`src/rtl/assert_macros.svh`:
```
// Assertion macros for the block that checks its own behaviour.
`ifndef ASSERT_MACROS_SVH
`define ASSERT_MACROS_SVH

// A property sampled on the rising clock edge, switched off during reset.
`define ASSERT_CLK(label, prop, msg) \
  label: assert property (@(posedge clk_i) disable iff (!rst_ni) prop) \
    else $error(msg);

// An implication sampled on the rising clock edge, switched off during reset.
`define ASSERT_IMPL(label, pre, post, msg) \
  `ASSERT_CLK(label, (pre) |-> (post), msg)

`endif

```
`src/rtl/rdof_pkg.sv`:
```
package rdof_pkg;

  // Codes of the action field of an input item.
  typedef enum logic {
    ACT_TICK = 1'b0,
    ACT_READ = 1'b1
  } action_e;

  // Width of the access interval register and of the tick counter.
  localparam int unsigned IntervalBits = 16;

endpackage

```
`src/rtl/rate_divided_overwrite_fifo.sv`:
```
// First-in first-out buffer of DEPTH words that stores at a divided rate.
// Input channel (in_valid_i / in_stall_o) carries one item per handshake:
// a tick (action 0) advances the tick counter and, on every
// access_interval-th tick, stores source_word_i as the newest entry; a
// read (action 1) pops the oldest entry, if any. A store into a full buffer
// overwrites the oldest entry and flags it as dropped.
// Output channel (out_valid_o / out_stall_i) returns exactly one result
// item for every input item, in order. The result appears in the cycle after
// the input item is accepted: the entry store is a synchronous memory whose
// registered read port delivers the popped word together with the result.
// An item is taken in every cycle while the receiver does not stall; a
// stalled result holds the single output register and stalls the input.
// The user must write the access interval via cfg_we_i / cfg_wdata_i only
// while idle; the block does not enforce it. Reset empties the buffer, sets
// the tick counter and the interval to one and clears the output register;
// the memory is not cleared since only written entries are ever popped.
`include "assert_macros.svh"

module rate_divided_overwrite_fifo #(
  parameter int unsigned DEPTH     = 16,
  parameter int unsigned WORD_BITS = 32
) (
  input  logic                                      clk_i,
  input  logic                                      rst_ni,
  // Configuration write.
  input  logic                                      cfg_we_i,
  input  logic [rdof_pkg::IntervalBits-1:0]         cfg_wdata_i,
  // Input channel.
  input  logic                                      in_valid_i,
  output logic                                      in_stall_o,
  input  logic                                      action_i,
  input  logic signed [WORD_BITS-1:0]               source_word_i,
  // Output channel.
  output logic                                      out_valid_o,
  input  logic                                      out_stall_i,
  output logic                                      read_valid_o,
  output logic signed [WORD_BITS-1:0]               read_word_o,
  output logic                                      source_taken_o,
  output logic                                      dropped_oldest_o,
  output logic [$clog2(DEPTH+1)-1:0]                fill_level_o
);

  localparam int unsigned AddrBits  = (DEPTH > 1) ? $clog2(DEPTH) : 1;
  localparam int unsigned CountBits = $clog2(DEPTH + 1);
  localparam int unsigned IB        = rdof_pkg::IntervalBits;

  localparam logic [AddrBits-1:0]  LastAddr  = AddrBits'(DEPTH - 1);
  localparam logic [CountBits-1:0] FullCount = CountBits'(DEPTH);
  localparam logic [AddrBits:0]    DepthWide = (AddrBits + 1)'(DEPTH);

  logic [WORD_BITS-1:0] mem_q [DEPTH];
  logic [WORD_BITS-1:0] rdata_q;

  logic [AddrBits-1:0]  oldest_q, oldest_d;
  logic [CountBits-1:0] count_q, count_d;
  logic [IB-1:0]        tick_q, tick_d;
  logic [IB-1:0]        interval_q;

  logic out_valid_q, read_valid_q, taken_q, dropped_q;
  logic read_valid_d, taken_d, dropped_d;

  logic                 in_acc;
  logic                 is_read;
  logic                 pop;
  logic                 store;
  logic                 full;
  logic [AddrBits-1:0]  oldest_inc;
  logic [AddrBits:0]    slot_sum;
  logic [AddrBits-1:0]  slot;
  logic [AddrBits-1:0]  wr_addr;

  // Handshake: the single output register parts the two channels.
  assign in_stall_o = out_valid_q & out_stall_i;
  assign in_acc     = in_valid_i & ~in_stall_o;
  assign is_read    = (action_i == rdof_pkg::ACT_READ);

  // Pointer arithmetic modulo DEPTH.
  assign full       = (count_q == FullCount);
  assign oldest_inc = (oldest_q == LastAddr) ? '0 : oldest_q + 1'b1;
  assign slot_sum   = {1'b0, oldest_q} + (AddrBits + 1)'(count_q);
  assign slot       = (slot_sum >= DepthWide) ? AddrBits'(slot_sum - DepthWide)
                                              : slot_sum[AddrBits-1:0];
  assign wr_addr    = full ? oldest_q : slot;

  // Decode of the accepted item and the next control state.
  always_comb begin
    pop          = 1'b0;
    store        = 1'b0;
    oldest_d     = oldest_q;
    count_d      = count_q;
    tick_d       = tick_q;
    read_valid_d = 1'b0;
    taken_d      = 1'b0;
    dropped_d    = 1'b0;
    if (in_acc) begin
      if (is_read) begin
        if (count_q != '0) begin
          pop          = 1'b1;
          read_valid_d = 1'b1;
          oldest_d     = oldest_inc;
          count_d      = count_q - 1'b1;
        end
      end else if (tick_q != interval_q) begin
        tick_d = tick_q + 1'b1;
      end else begin
        store   = 1'b1;
        taken_d = 1'b1;
        tick_d  = IB'(1);
        if (full) begin
          dropped_d = 1'b1;
          oldest_d  = oldest_inc;
        end else begin
          count_d = count_q + 1'b1;
        end
      end
    end
  end

  // Entry store: one write port and one registered read port.
  always_ff @(posedge clk_i) begin
    if (store) begin
      mem_q[wr_addr] <= source_word_i;
    end
    if (pop) begin
      rdata_q <= mem_q[oldest_q];
    end
  end

  // Control state, interval register and output register.
  always_ff @(posedge clk_i or negedge rst_ni) begin
    if (!rst_ni) begin
      oldest_q     <= '0;
      count_q      <= '0;
      tick_q       <= IB'(1);
      interval_q   <= IB'(1);
      out_valid_q  <= 1'b0;
      read_valid_q <= 1'b0;
      taken_q      <= 1'b0;
      dropped_q    <= 1'b0;
    end else begin
      oldest_q <= oldest_d;
      count_q  <= count_d;
      tick_q   <= tick_d;
      if (cfg_we_i) begin
        interval_q <= cfg_wdata_i;
      end
      if (in_acc) begin
        out_valid_q  <= 1'b1;
        read_valid_q <= read_valid_d;
        taken_q      <= taken_d;
        dropped_q    <= dropped_d;
      end else if (!out_stall_i) begin
        out_valid_q <= 1'b0;
      end
    end
  end

  // Result fields; the fill level only moves when an item is accepted.
  assign out_valid_o      = out_valid_q;
  assign read_valid_o     = read_valid_q;
  assign read_word_o      = read_valid_q ? rdata_q : '0;
  assign source_taken_o   = taken_q;
  assign dropped_oldest_o = dropped_q;
  assign fill_level_o     = count_q;

  // Checks on the buffer bookkeeping.
  `ASSERT_CLK(a_count_bound, count_q <= FullCount, "fill count above depth")
  `ASSERT_IMPL(a_drop_full, out_valid_q && dropped_q, taken_q && full,
               "dropped entry without a full buffer")
  `ASSERT_IMPL(a_read_excl, out_valid_q && read_valid_q, !taken_q && !dropped_q,
               "read result also flags a store")
  `ASSERT_IMPL(a_pop_count, pop, ##1 (count_q == $past(count_q) - 1'b1),
               "pop did not lower the fill count")

endmodule
```
`config.mk`:
```
export PLATFORM = sky130hd
export DESIGN_NAME = rate_divided_overwrite_fifo
export DESIGN_NICKNAME = d
export VERILOG_FILES = /design/src/rtl/rdof_pkg.sv /design/src/rtl/rate_divided_overwrite_fifo.sv
export VERILOG_INCLUDE_DIRS = /design/src /design/src/rtl
export SDC_FILE = /design/constraint.sdc
export NUM_CORES = 1
export LEC_CHECK = 0
export BUFFER_PORTS_ARGS = -buffer_cell sky130_fd_sc_hd__buf_2
export CORE_ASPECT_RATIO = 0.75
export CORE_MARGIN = 1
export CORE_UTILIZATION = 61
export CTS_CLUSTER_SIZE = 14
export DETAILED_ROUTE_END_ITERATION = 10
export GPL_TIMING_DRIVEN = 1
export PLACE_DENSITY = 0.8
export SYNTH_ARGS = -nofsm -noshare
export SYNTH_HDL_FRONTEND = slang
export SYNTH_SLANG_ARGS = --single-unit
```
`constraint.sdc`:
```
create_clock -name clk_i -period 3.85 [get_ports clk_i]
set_input_delay 0.9625 -clock clk_i [delete_from_list [all_inputs] [get_ports clk_i]]
set_output_delay 0.9625 -clock clk_i [all_outputs]
set_load 0.05 [all_outputs]
```
# [Yosys cells after proc, flatten, opt, wreduce, memory -nomap -nowiden]
# Memory sizes are Yosys's and may differ from the RTL's. A register that Yosys moved wholly into a read port is not among the register bits.
# Cells that the tools add are included.
[op_classes] eq_ne=7 bitwise_logic=4 muxes=26 order_cmp=1 n_reduce_logical=5 addsub=6
[op_table] cell="2-to-1 mux 32 bit" count=1
[op_table] cell="2-to-1 mux 4 bit" count=7
[op_table] cell="2-to-1 mux 5 bit" count=4
[op_table] cell="adder 16 x 1 -> 16 bit (second input constant)" count=1
[op_table] cell="2-to-1 mux 16 bit" count=1
[op_table] cell="inequality test 16 bit" count=1
[op_table] cell="2-to-1 mux 1 bit" count=13
[op_table] cell="AND reduction 4 bit" count=2
[op_table] cell="adder 4 x 5 -> 5 bit" count=1
[op_table] cell="adder 5 x 1 -> 5 bit (second input constant)" count=1
[op_table] cell="== test 5 bit (second input constant)" count=1
[op_table] cell="greater-or-equal comparator 5 bit (second input constant)" count=1
[op_table] cell="nonzero test 5 bit" count=1
[op_table] cell="subtractor 5 x 1 -> 5 bit (second input constant)" count=1
[op_table] cell="adder 4 x 1 -> 4 bit (second input constant)" count=1
[op_table] cell="== test 4 bit (second input constant)" count=1
[op_table] cell="inequality test 2 x 1 -> 1 bit (second input constant)" count=2
[op_table] cell="inequality test 2 bit (second input constant)" count=2
[op_table] cell="subtractor 4 x 1 -> 4 bit (second input constant)" count=1
[op_table] cell="AND 1 bit" count=2
[op_table] cell="inverter 1 bit" count=2
[op_table] cell="AND reduction 2 bit" count=1
[op_table] cell="nonzero test 2 bit" count=1
[word_totals] register_bits=45 ram_bits=512 wordCells=58 memories=1 out_inout_bits=42 in_bits=54
[memory_table] memory="mem_q" depth=16 word_bits=32 read_ports=1 rd_clocked_by_memory_dff=1 wr=1 line_no="rate_divided_overwrite_fifo.sv:51" text="logic [WORD_BITS-1:0] mem_q [DEPTH];"

# [Longest topological paths before layout]
# Gate-level depths: netlist of run 1.
[logic_depth] word_depth=6 ltp_mapped=7 mapped_depth_nobuf=7

# [Worst setup path after synthesis of run 1]
# No wires, ideal clock.
[synth_timing] path_type="register -> register" from="reg count_q[0] (netlist: fill_level_o[0])" to="mem mem_q[8][0] (enable)" t_required_ps=3429 setup_ps=421 t_arrival_ps=3353 path_stages_with_launch=8 path_slack_ps=76 cell_sequence="dfrtp_1 ha_1 fa_1 xor2_1 a21o_1 o21ba_2 o22ai_1 nor2_1"
[synth_via] elab_chain_len=4 elab_cells_between_ends=6 cone_classes="add/sub: 2; order compare: 1; eq/ne: 1; mux: 2"
[synth_rtl] item="from (decl)" line_no="rate_divided_overwrite_fifo.sv:55" text="logic [CountBits-1:0] count_q, count_d;"
[synth_rtl] item="from (signal assigned)" line_no="rate_divided_overwrite_fifo.sv:142" text="count_q <= count_d;"
[synth_rtl] item="adder 4 x 5 -> 5 bit" line_no="rate_divided_overwrite_fifo.sv:80" text="assign slot_sum = {1'b0, oldest_q} + (AddrBits + 1)'(count_q);"
[synth_rtl] item="subtractor 4 x 1 -> 4 bit or greater-or-equal comparator 5 bit (tied branches)" line_no="rate_divided_overwrite_fifo.sv:81" text="assign slot = (slot_sum >= DepthWide) ? AddrBits'(slot_sum - DepthWide)"
[synth_rtl] item="2-to-1 mux 4 bit" line_no="rate_divided_overwrite_fifo.sv:81"
[synth_rtl] item="2-to-1 mux 4 bit (*)" line_no="rate_divided_overwrite_fifo.sv:83" text="assign wr_addr = full ? oldest_q : slot;"
[synth_rtl] item="to (decl)" line_no="rate_divided_overwrite_fifo.sv:51"
# Mark *: on every way between the ends. The rest lies on a longest branch, timed or not.

# [Worst setup path in the final report of run 1]
[layout_timing] from="reg read_valid_q (netlist: read_valid_o)" to="out read_word_o[11]"
[layout_via] elab_chain_len=1
[layout_rtl] item="from (decl)" line_no="rate_divided_overwrite_fifo.sv:59" text="logic out_valid_q, read_valid_q, taken_q, dropped_q;"
[layout_rtl] item="from (signal assigned)" line_no="rate_divided_overwrite_fifo.sv:149" text="read_valid_q <= read_valid_d;"
[layout_rtl] item="2-to-1 mux 32 bit" line_no="rate_divided_overwrite_fifo.sv:161" text="assign read_word_o = read_valid_q ? rdata_q : '0;"
[layout_rtl] item="to (decl)" line_no="rate_divided_overwrite_fifo.sv:37" text="output logic signed [WORD_BITS-1:0] read_word_o,"
# No other way between the ends.

==> run summary, run 1 <==
=================================================================================
Resized Gates After CTS                                                         0
Peak supply drop                                                       0.000452 V
Unrepaired setup endpoints after global routing                                no
Worst hold path class                                                flip-flop to flip-flop
Switch Pwr                                                                4.63 mW
Number of different library cells in the post-synthesis netlist                56
Status                                                               finished, final reports clean
Critical path startpoint category                                       flip-flop
H-tree depth                                                                    2
Area Overhead vs Synth                                                      13.0%
Actual transition at the worst max-transition pin                         1.12 ns
Number of buffers on the longest clock path                                     3
Floorplan row count                                                            61
Clock Skews                                                             0.0126 ns
Crit Path Category                                                   flip-flop to primary output
Die area                                                                39000 um2
Capture point of the worst path                                      read_word_o[11]
Final core utilization                                                      0.705
DP HPWL                                                                  29000 um
Data required time at the worst endpoint                                  2.89 ns
Synth Register Bits                                                           589
Mean cell area of the mapped netlist                                     18.7 um2
Most instantiated flip-flop cell in the synthesis netlist                edfxtp_1
Highest attainable clock frequency                                      0.308 GHz
Sum of internal, switching and leakage power                              16.3 mW
Most used standard cells in the synthesized netlist                  edfxtp_1, mux2i_1, a221oi_1, mux4_2, nand2_1
Number of nets produced by synthesis                                         1309
Final Worst Setup Slack                                                  0.604 ns
Wire per inst                                                             26.2 um
Critical Path Sink Type                                              primary output
Synth area leaders                                                   edfxtp_1, mux4_2, mux2i_1, dfrtp_1, a221oi_1
Number of failing hold endpoints at the final stage                             0
Combinational group share of total power                                    0.238
GRT overflow                                                                    0
Sequential element share of the synthesized area                            0.750
Total of endpoints with negative setup slack in the final report                0
Clock tree from TritonCTS                                                   built
Total number of vias                                                        12300
Start point of the critical path                                     read_valid_o
Number of instances in the synthesized netlist                               1245
Power per Cell Area                                                    619 nW/um2
Number of antenna violations at the first check in global routing               0
Post-synthesis cell type with the largest combined area                  edfxtp_1
Post-Place Setup Slack                                                   0.810 ns
Iter 0 DRT Violations                                                        1327
Largest net degree at the start of global routing                             136
Depth of the most critical reg-to-reg path                                      8
Count of pins on the block boundary                                            96
Clock buffer count from CTS                                                    52
Clock latency of the later-clocked register in the worst-skew pair        0.58 ns
First-pass GRT wire length                                               74400 um
Area share of the largest cell type after synthesis                         0.702
Fraction of power consumed by the clock network                             0.311
Core ar.                                                                37300 um2
Design internal power                                                     11.7 mW
Min Tclk post-route                                                       3.25 ns
Maximum capacitance violations                                                  0
Antenna Nets Post-Route                                                         0
WHS                                                                      0.477 ns
Netlist area before placement                                           23300 um2
TritonCTS Sinks                                                               589
Total track usage                                                           0.264
DR DRC count                                                                    0
Final max-slew violation count                                                  0
GP Congestion                                                               0.851
Initial core utilization                                                    0.624
Floorplan die width                                                        228 um
IO Port Bufs                                                                   95
Post-CTS Setup Repair Bufs                                                      0
Post-DR vias/cell                                                            6.46
Worst slew margin relative to its limit                                     0.254
First-pass DRT Iterations                                                       7
Vias in the first global route                                              12100
Number of warning messages in the yosys log                                     0
Clk slew on worst S/H paths                                               0.06 ns
Part of the cycle the worst path needs                                      0.843
R2R Path Start                                                       fill_level_o[0]
Sequential power share                                                      0.451
Root Buffer Master                                                      clkbuf_16
Destination of the worst register-to-register timing path             mem_q[8][4]
Switching fraction of total power                                           0.284
Number of enable flip-flop cells after synthesis                              544
Async set-reset flop share out of synthesis                                0.0764
Data arrival at the endpoint of the critical path                         2.28 ns
Accumulated negative setup slack                                             0 ns
Leakage power figure                                                      9.02 nW
Final Net Count                                                              1431
Internal reg-to-reg setup slack                                           0.71 ns
Proportion of layout cells with a drive suffix above 1                      0.228
ANT cells                                                                       0
Maximum fanout along the worst path                                            19
Count of hold-fix buffers inserted at cts                                       0
Die H                                                                      171 um
Routed wire length                                                       49900 um
Cell with the most instances after synthesis                             edfxtp_1
=================================================================================
[worst max-delay path, cell delays in order, from the launching register on]
cell and delay, ns:
dfrtp_1 0.85, buf_4 0.40, and2_1 0.17, buf_2 0.27
[kinds of logic (layout without fill, tap and decap cells)]
| kind of cell | count (synthesis) | count (layout) | share of synthesized area |
|---|---|---|---|
| AO/OA/AOI/OAI | 172 | 172 | 0.0555 |
| XOR/XNOR | 32 | 32 | 0.0120 |
| adder cells (fa/ha/maj) | 10 | 10 | 0.00602 |
| buffers and inverters | 69 | 227 | 0.0130 |
| flip-flops | 589 | 589 | 0.750 |
| multiplexers | 216 | 216 | 0.128 |
| AND/OR/NAND/NOR | 157 | 157 | 0.0347 |
[flip-flops by register name, indices dropped and copies added, names as in the netlist]
name,cells
oldest_q,4
out_valid_o,1
interval_q,16
source_taken_o,1
dropped_oldest_o,1
fill_level_o,5
tick_q,16
mem_q,512
read_valid_o,1
rdata_q,32
[power by group through the flow]
stage          clock network, mW  logic (mW)  registers [mW]
2_1_floorplan                  0        2.76            7.50
3_3_place_gp                   0        3.75            7.48
3_5_place_dp                   0        3.83            7.49
6_report                    5.06        3.88            7.36
5_1_grt                     5.36        4.13            7.38
4_1_cts                     5.13        3.88            7.35
[cell type report]
class / count / area [um2]
fillers: 2290 / 11000
inverters: 4 / 17.5
clock buffers: 69 / 1410
clock inverters: 21 / 228
repair buffers: 133 / 911
multi-input cells: 587 / 5640
well taps: 504 / 631
flip-flops and latches: 589 / 17500
[layer usage]
layer / global-route usage / wire [um] / vias to the layer above
li1: - / - / 5308
met2: 0.410 / 23400 / 587
met4: 0.0686 / 966 / 0
met1: 0.390 / 21200 / 6349
met3: 0.0506 / 4320 / 70
met5: 0 / 0 / -
[cells in the final DEF, fill, tap and decap left out, types with 4 or more instances in the layout]
master and count:
clkbuf_16 54, mux4_2 64, buf_4 26, and2_1 35, xnor2_1 21, nor2_4 16, ha_1 8, o21ai_0 42
buf_2 95, buf_12 12, a221oi_1 64, mux2i_1 131, nor2_1 14, mux2_2 21, xor2_1 11, a21o_1 4
and3_1 6, nand2_1 49, o22ai_1 4, nor3_1 4, clkinv_1 11, clkbuf_1 15, dfrtp_1 40, edfxtp_1 544
nand3_1 5, a22oi_1 32, a21oi_1 5, bufinv_16 5, nand4_1 14
[worst min path at each step]
stage | cells past startpoint | from | end | slack (ns)
finish | 2 | source_taken_o | source_taken_o | 0.48
global route | 2 | source_taken_o | source_taken_o | 0.53
CTS | 2 | source_taken_o | source_taken_o | 0.48
detailed placement | 2 | source_taken_o | source_taken_o | 0.46
global placement | 2 | source_taken_o | source_taken_o | 0.46
floorplan | 1 | interval_q[2] | interval_q[2] | 0.50
[stage by stage]
step / instance area [um2] / instances
final: 26300 / 1907
after global routing: 26300 / 1907
after CTS: 26300 / 1907
after detailed placement: 24700 / 1817
after global placement: 24700 / 1817
after floorplan: 23300 / 1245
No activity file was read; power rests on OpenSTA's default activity.
==> inputs of run 2 (changes only) <==
clock period = 3.1 ns   (was 3.85 ns; I/O delays follow)
==> run 2 against run 1 <==
Register-to-register slack worse by 0.62 ns. Non-clock buffer count rose by 13. Utilization grew 0.057 points. Sequential share of layout area is 0.054 points lower. Combinational power up 27%. Clock skew is 0.0073 ns higher. Via count increased by 0.54%. First-iteration DRC count is 19% higher. Die area unchanged. Final area about the same. Highest routed layer is now met5. Critical endpoint is now mem_q[0][30]. Wire length up 1.9%. Largest power group unchanged.
==> run summary, run 2 (synthesis results as in run 1) <==
=================================================================================
Status                                                               finished, final reports clean
Most common cell after layout, fill and taps aside                       edfxtp_1
Maximum fanout along the worst path                                            32   +13
Number of buffers on the longest clock path                                     3   unchanged
Highest attainable clock frequency                                      0.332 GHz
Unrepaired setup endpoints after global routing                               yes
Fraction of power consumed by the clock network                             0.299   -0.012
WHS                                                                      0.260 ns   -0.217 ns
Register with the highest flop count                                        mem_q
Final Net Count                                                              1445   +0.98%
First-pass GRT wire length                                               76500 um   +2.8%
Clock buffer count from CTS                                                    53   +1.9%
GP Congestion                                                               0.907   +6.6%
First-pass DRT Iterations                                                       5   -2
Highest cell delay on the worst timing path                               0.76 ns   -0.09 ns
Critical path startpoint category                                       flip-flop
Sum of internal, switching and leakage power                              20.0 mW   +23%
Area Overhead vs Synth                                                      13.1%   about the same
Power per Cell Area                                                    761 nW/um2   +23%
Leakage power figure                                                      9.06 nW   +0.41%
Number of flip-flops in the largest register                                  512   unchanged
Worst-path cell with the longest stage delay                              o22ai_1
Most frequent cells in the layout                                    edfxtp_1, mux2i_1, buf_2
Core ar.                                                                37300 um2   unchanged
Iter 0 DRT Violations                                                        1575   +19%
Switching fraction of total power                                           0.292   +0.00743
Proportion of layout cells with a drive suffix above 1                      0.240   +0.0120
Sequential power share                                                      0.455   +0.004
Critical Path Sink Type                                                 flip-flop
Die area                                                                39000 um2   unchanged
Count of pins on the block boundary                                            96   unchanged
IO Port Bufs                                                                   95   unchanged
H-tree depth                                                                    2   unchanged
Clock tree from TritonCTS                                                   built
DR DRC count                                                                    0   unchanged
Crit path max-delay family                                           compound AO/OA/AOI/OAI gates
Total track usage                                                           0.271   +0.00748
Total number of vias                                                        12400   +0.54%
Routed wire length                                                       50900 um   +1.9%
Min Tclk post-route                                                       3.01 ns
DP HPWL                                                                  31100 um   +7.1%
TritonCTS Sinks                                                               589   unchanged
Data required time at the worst endpoint                                  3.41 ns   +0.52 ns
Antenna Nets Post-Route                                                         0   unchanged
Root Buffer Master                                                      clkbuf_16
Part of the cycle the worst path needs                                      0.973
Largest registers in the final layout                                mem_q: 512 flops, rdata_q: 32 flops
Final max-slew violation count                                                  0   unchanged
Clk slew on worst S/H paths                                               0.06 ns   about the same
Vias in the first global route                                              12300   +1.8%
Number of failing hold endpoints at the final stage                             0   unchanged
Cell-by-cell trace of the critical path                              ha_1 -> fa_1 -> xor2_1 -> a21o_1 -> o21ba_2 -> o22ai_1 -> nor2_4 -> buf_12
Design internal power                                                     14.2 mW   +22%
Total of endpoints with negative setup slack in the final report                0   unchanged
Layout fillers                                                               2250   -1.7%
Maximum capacitance violations                                                  0   unchanged
Peak supply drop                                                       0.000655 V   +45%
Actual transition at the worst max-transition pin                         1.01 ns   -0.109 ns
Data arrival at the endpoint of the critical path                         3.32 ns   +1.04 ns
Worst hold path class                                                input pin to async pin
Combinational group share of total power                                    0.246   +0.008
Count of hold-fix buffers inserted at cts                                       0   unchanged
Floorplan row count                                                            61   unchanged
Die H                                                                      171 um   unchanged
Switch Pwr                                                                5.85 mW   +26%
WP buf/inv                                                                      1   -1
Crit Path Category                                                   flip-flop to flip-flop
Initial core utilization                                                    0.624   unchanged
Number of antenna violations at the first check in global routing               3   +3
Post-DR vias/cell                                                            6.44   -0.20%
GRT overflow                                                                    0   unchanged
Floorplan die width                                                        228 um   unchanged
Wire per inst                                                             26.5 um   +1.2%
Largest net degree at the start of global routing                             118   -13%
Worst slew margin relative to its limit                                     0.327   +0.0729
Clock latency of the later-clocked register in the worst-skew pair        0.58 ns   about the same
Clock Skews                                                             0.0199 ns   +0.00729 ns
=================================================================================
-- run 2: cell types whose count changed in the layout (fill, tap and decap cells not counted), moves of 2 or more --
cell	change
clkinv_2	+6
clkbuf_1	-6
bufinv_16	-3
inv_6	+2
buf_4	+13
-- run 2: final cells by class --
type	count	area (um2)	area share
sequential	589	17500	0.664
clock inverter	28	190	0.00722
timing repair buffer	146	1010	0.0383
multi-input combinational	587	5650	0.214
inverter	4	17.5	0.000665
tap	504	631	0.0240
antenna	1	2.50	0.0000950
clock buffer	62	1360	0.0517
-- run 2: power groups by stage --
stage,registers [mW],clock network (mW),logic [mW]
after floorplan,9.31,0,3.48
after global placement,9.26,0,4.79
after detailed placement,9.28,0,4.87
after CTS,9.11,6.05,4.92
after global routing,9.13,6.34,5.25
final,9.11,6.00,4.92
-- run 2: final timing paths --
kind,start,end,slack [ns],cells after the start
setup / recovery,fill_level_o[0],mem_q[0][30],0.09,8
hold / removal,rst_ni,oldest_q[1],0.26,1
setup reg to reg,fill_level_o[0],mem_q[0][30],0.09,8
hold reg to reg,source_taken_o,source_taken_o,0.48,2
max in group asynchronous,rst_ni,tick_q[8],2.18,2
min in group clk_i,in_valid_i,out_valid_o,0.42,2
-- run 2: layer usage --
layer,track usage,vias up,share of wire
li1,-,5332,-
met1,0.396,6303,0.41
met2,0.424,642,0.47
met3,0.0531,101,0.093
met4,0.0759,2,0.025
met5,0,-,0.00028
-- run 2: metrics by stage --
step | std cells | util | cell area [um2] | setup TNS (ns) | setup slack, ns
after floorplan | 1245 | - | 23300 | -82.04 | -0.199
after detailed placement | 1830 | 0.664 | 24800 | 0 | 0.0138
final | 1921 | 0.705 | 26300 | 0 | 0.0852
after CTS | 1920 | 0.705 | 26300 | 0 | 0.0118
after global routing | 1921 | 0.705 | 26300 | -0.561 | -0.0216
after global placement | 1830 | 0.664 | 24800 | 0 | 0.127
-- run 2: what timing repair did --
action	CTS	global route
setup endpoints to repair	0	98
buffers inserted	0	0
hold endpoints to repair	0	0
gates resized for setup	0	1
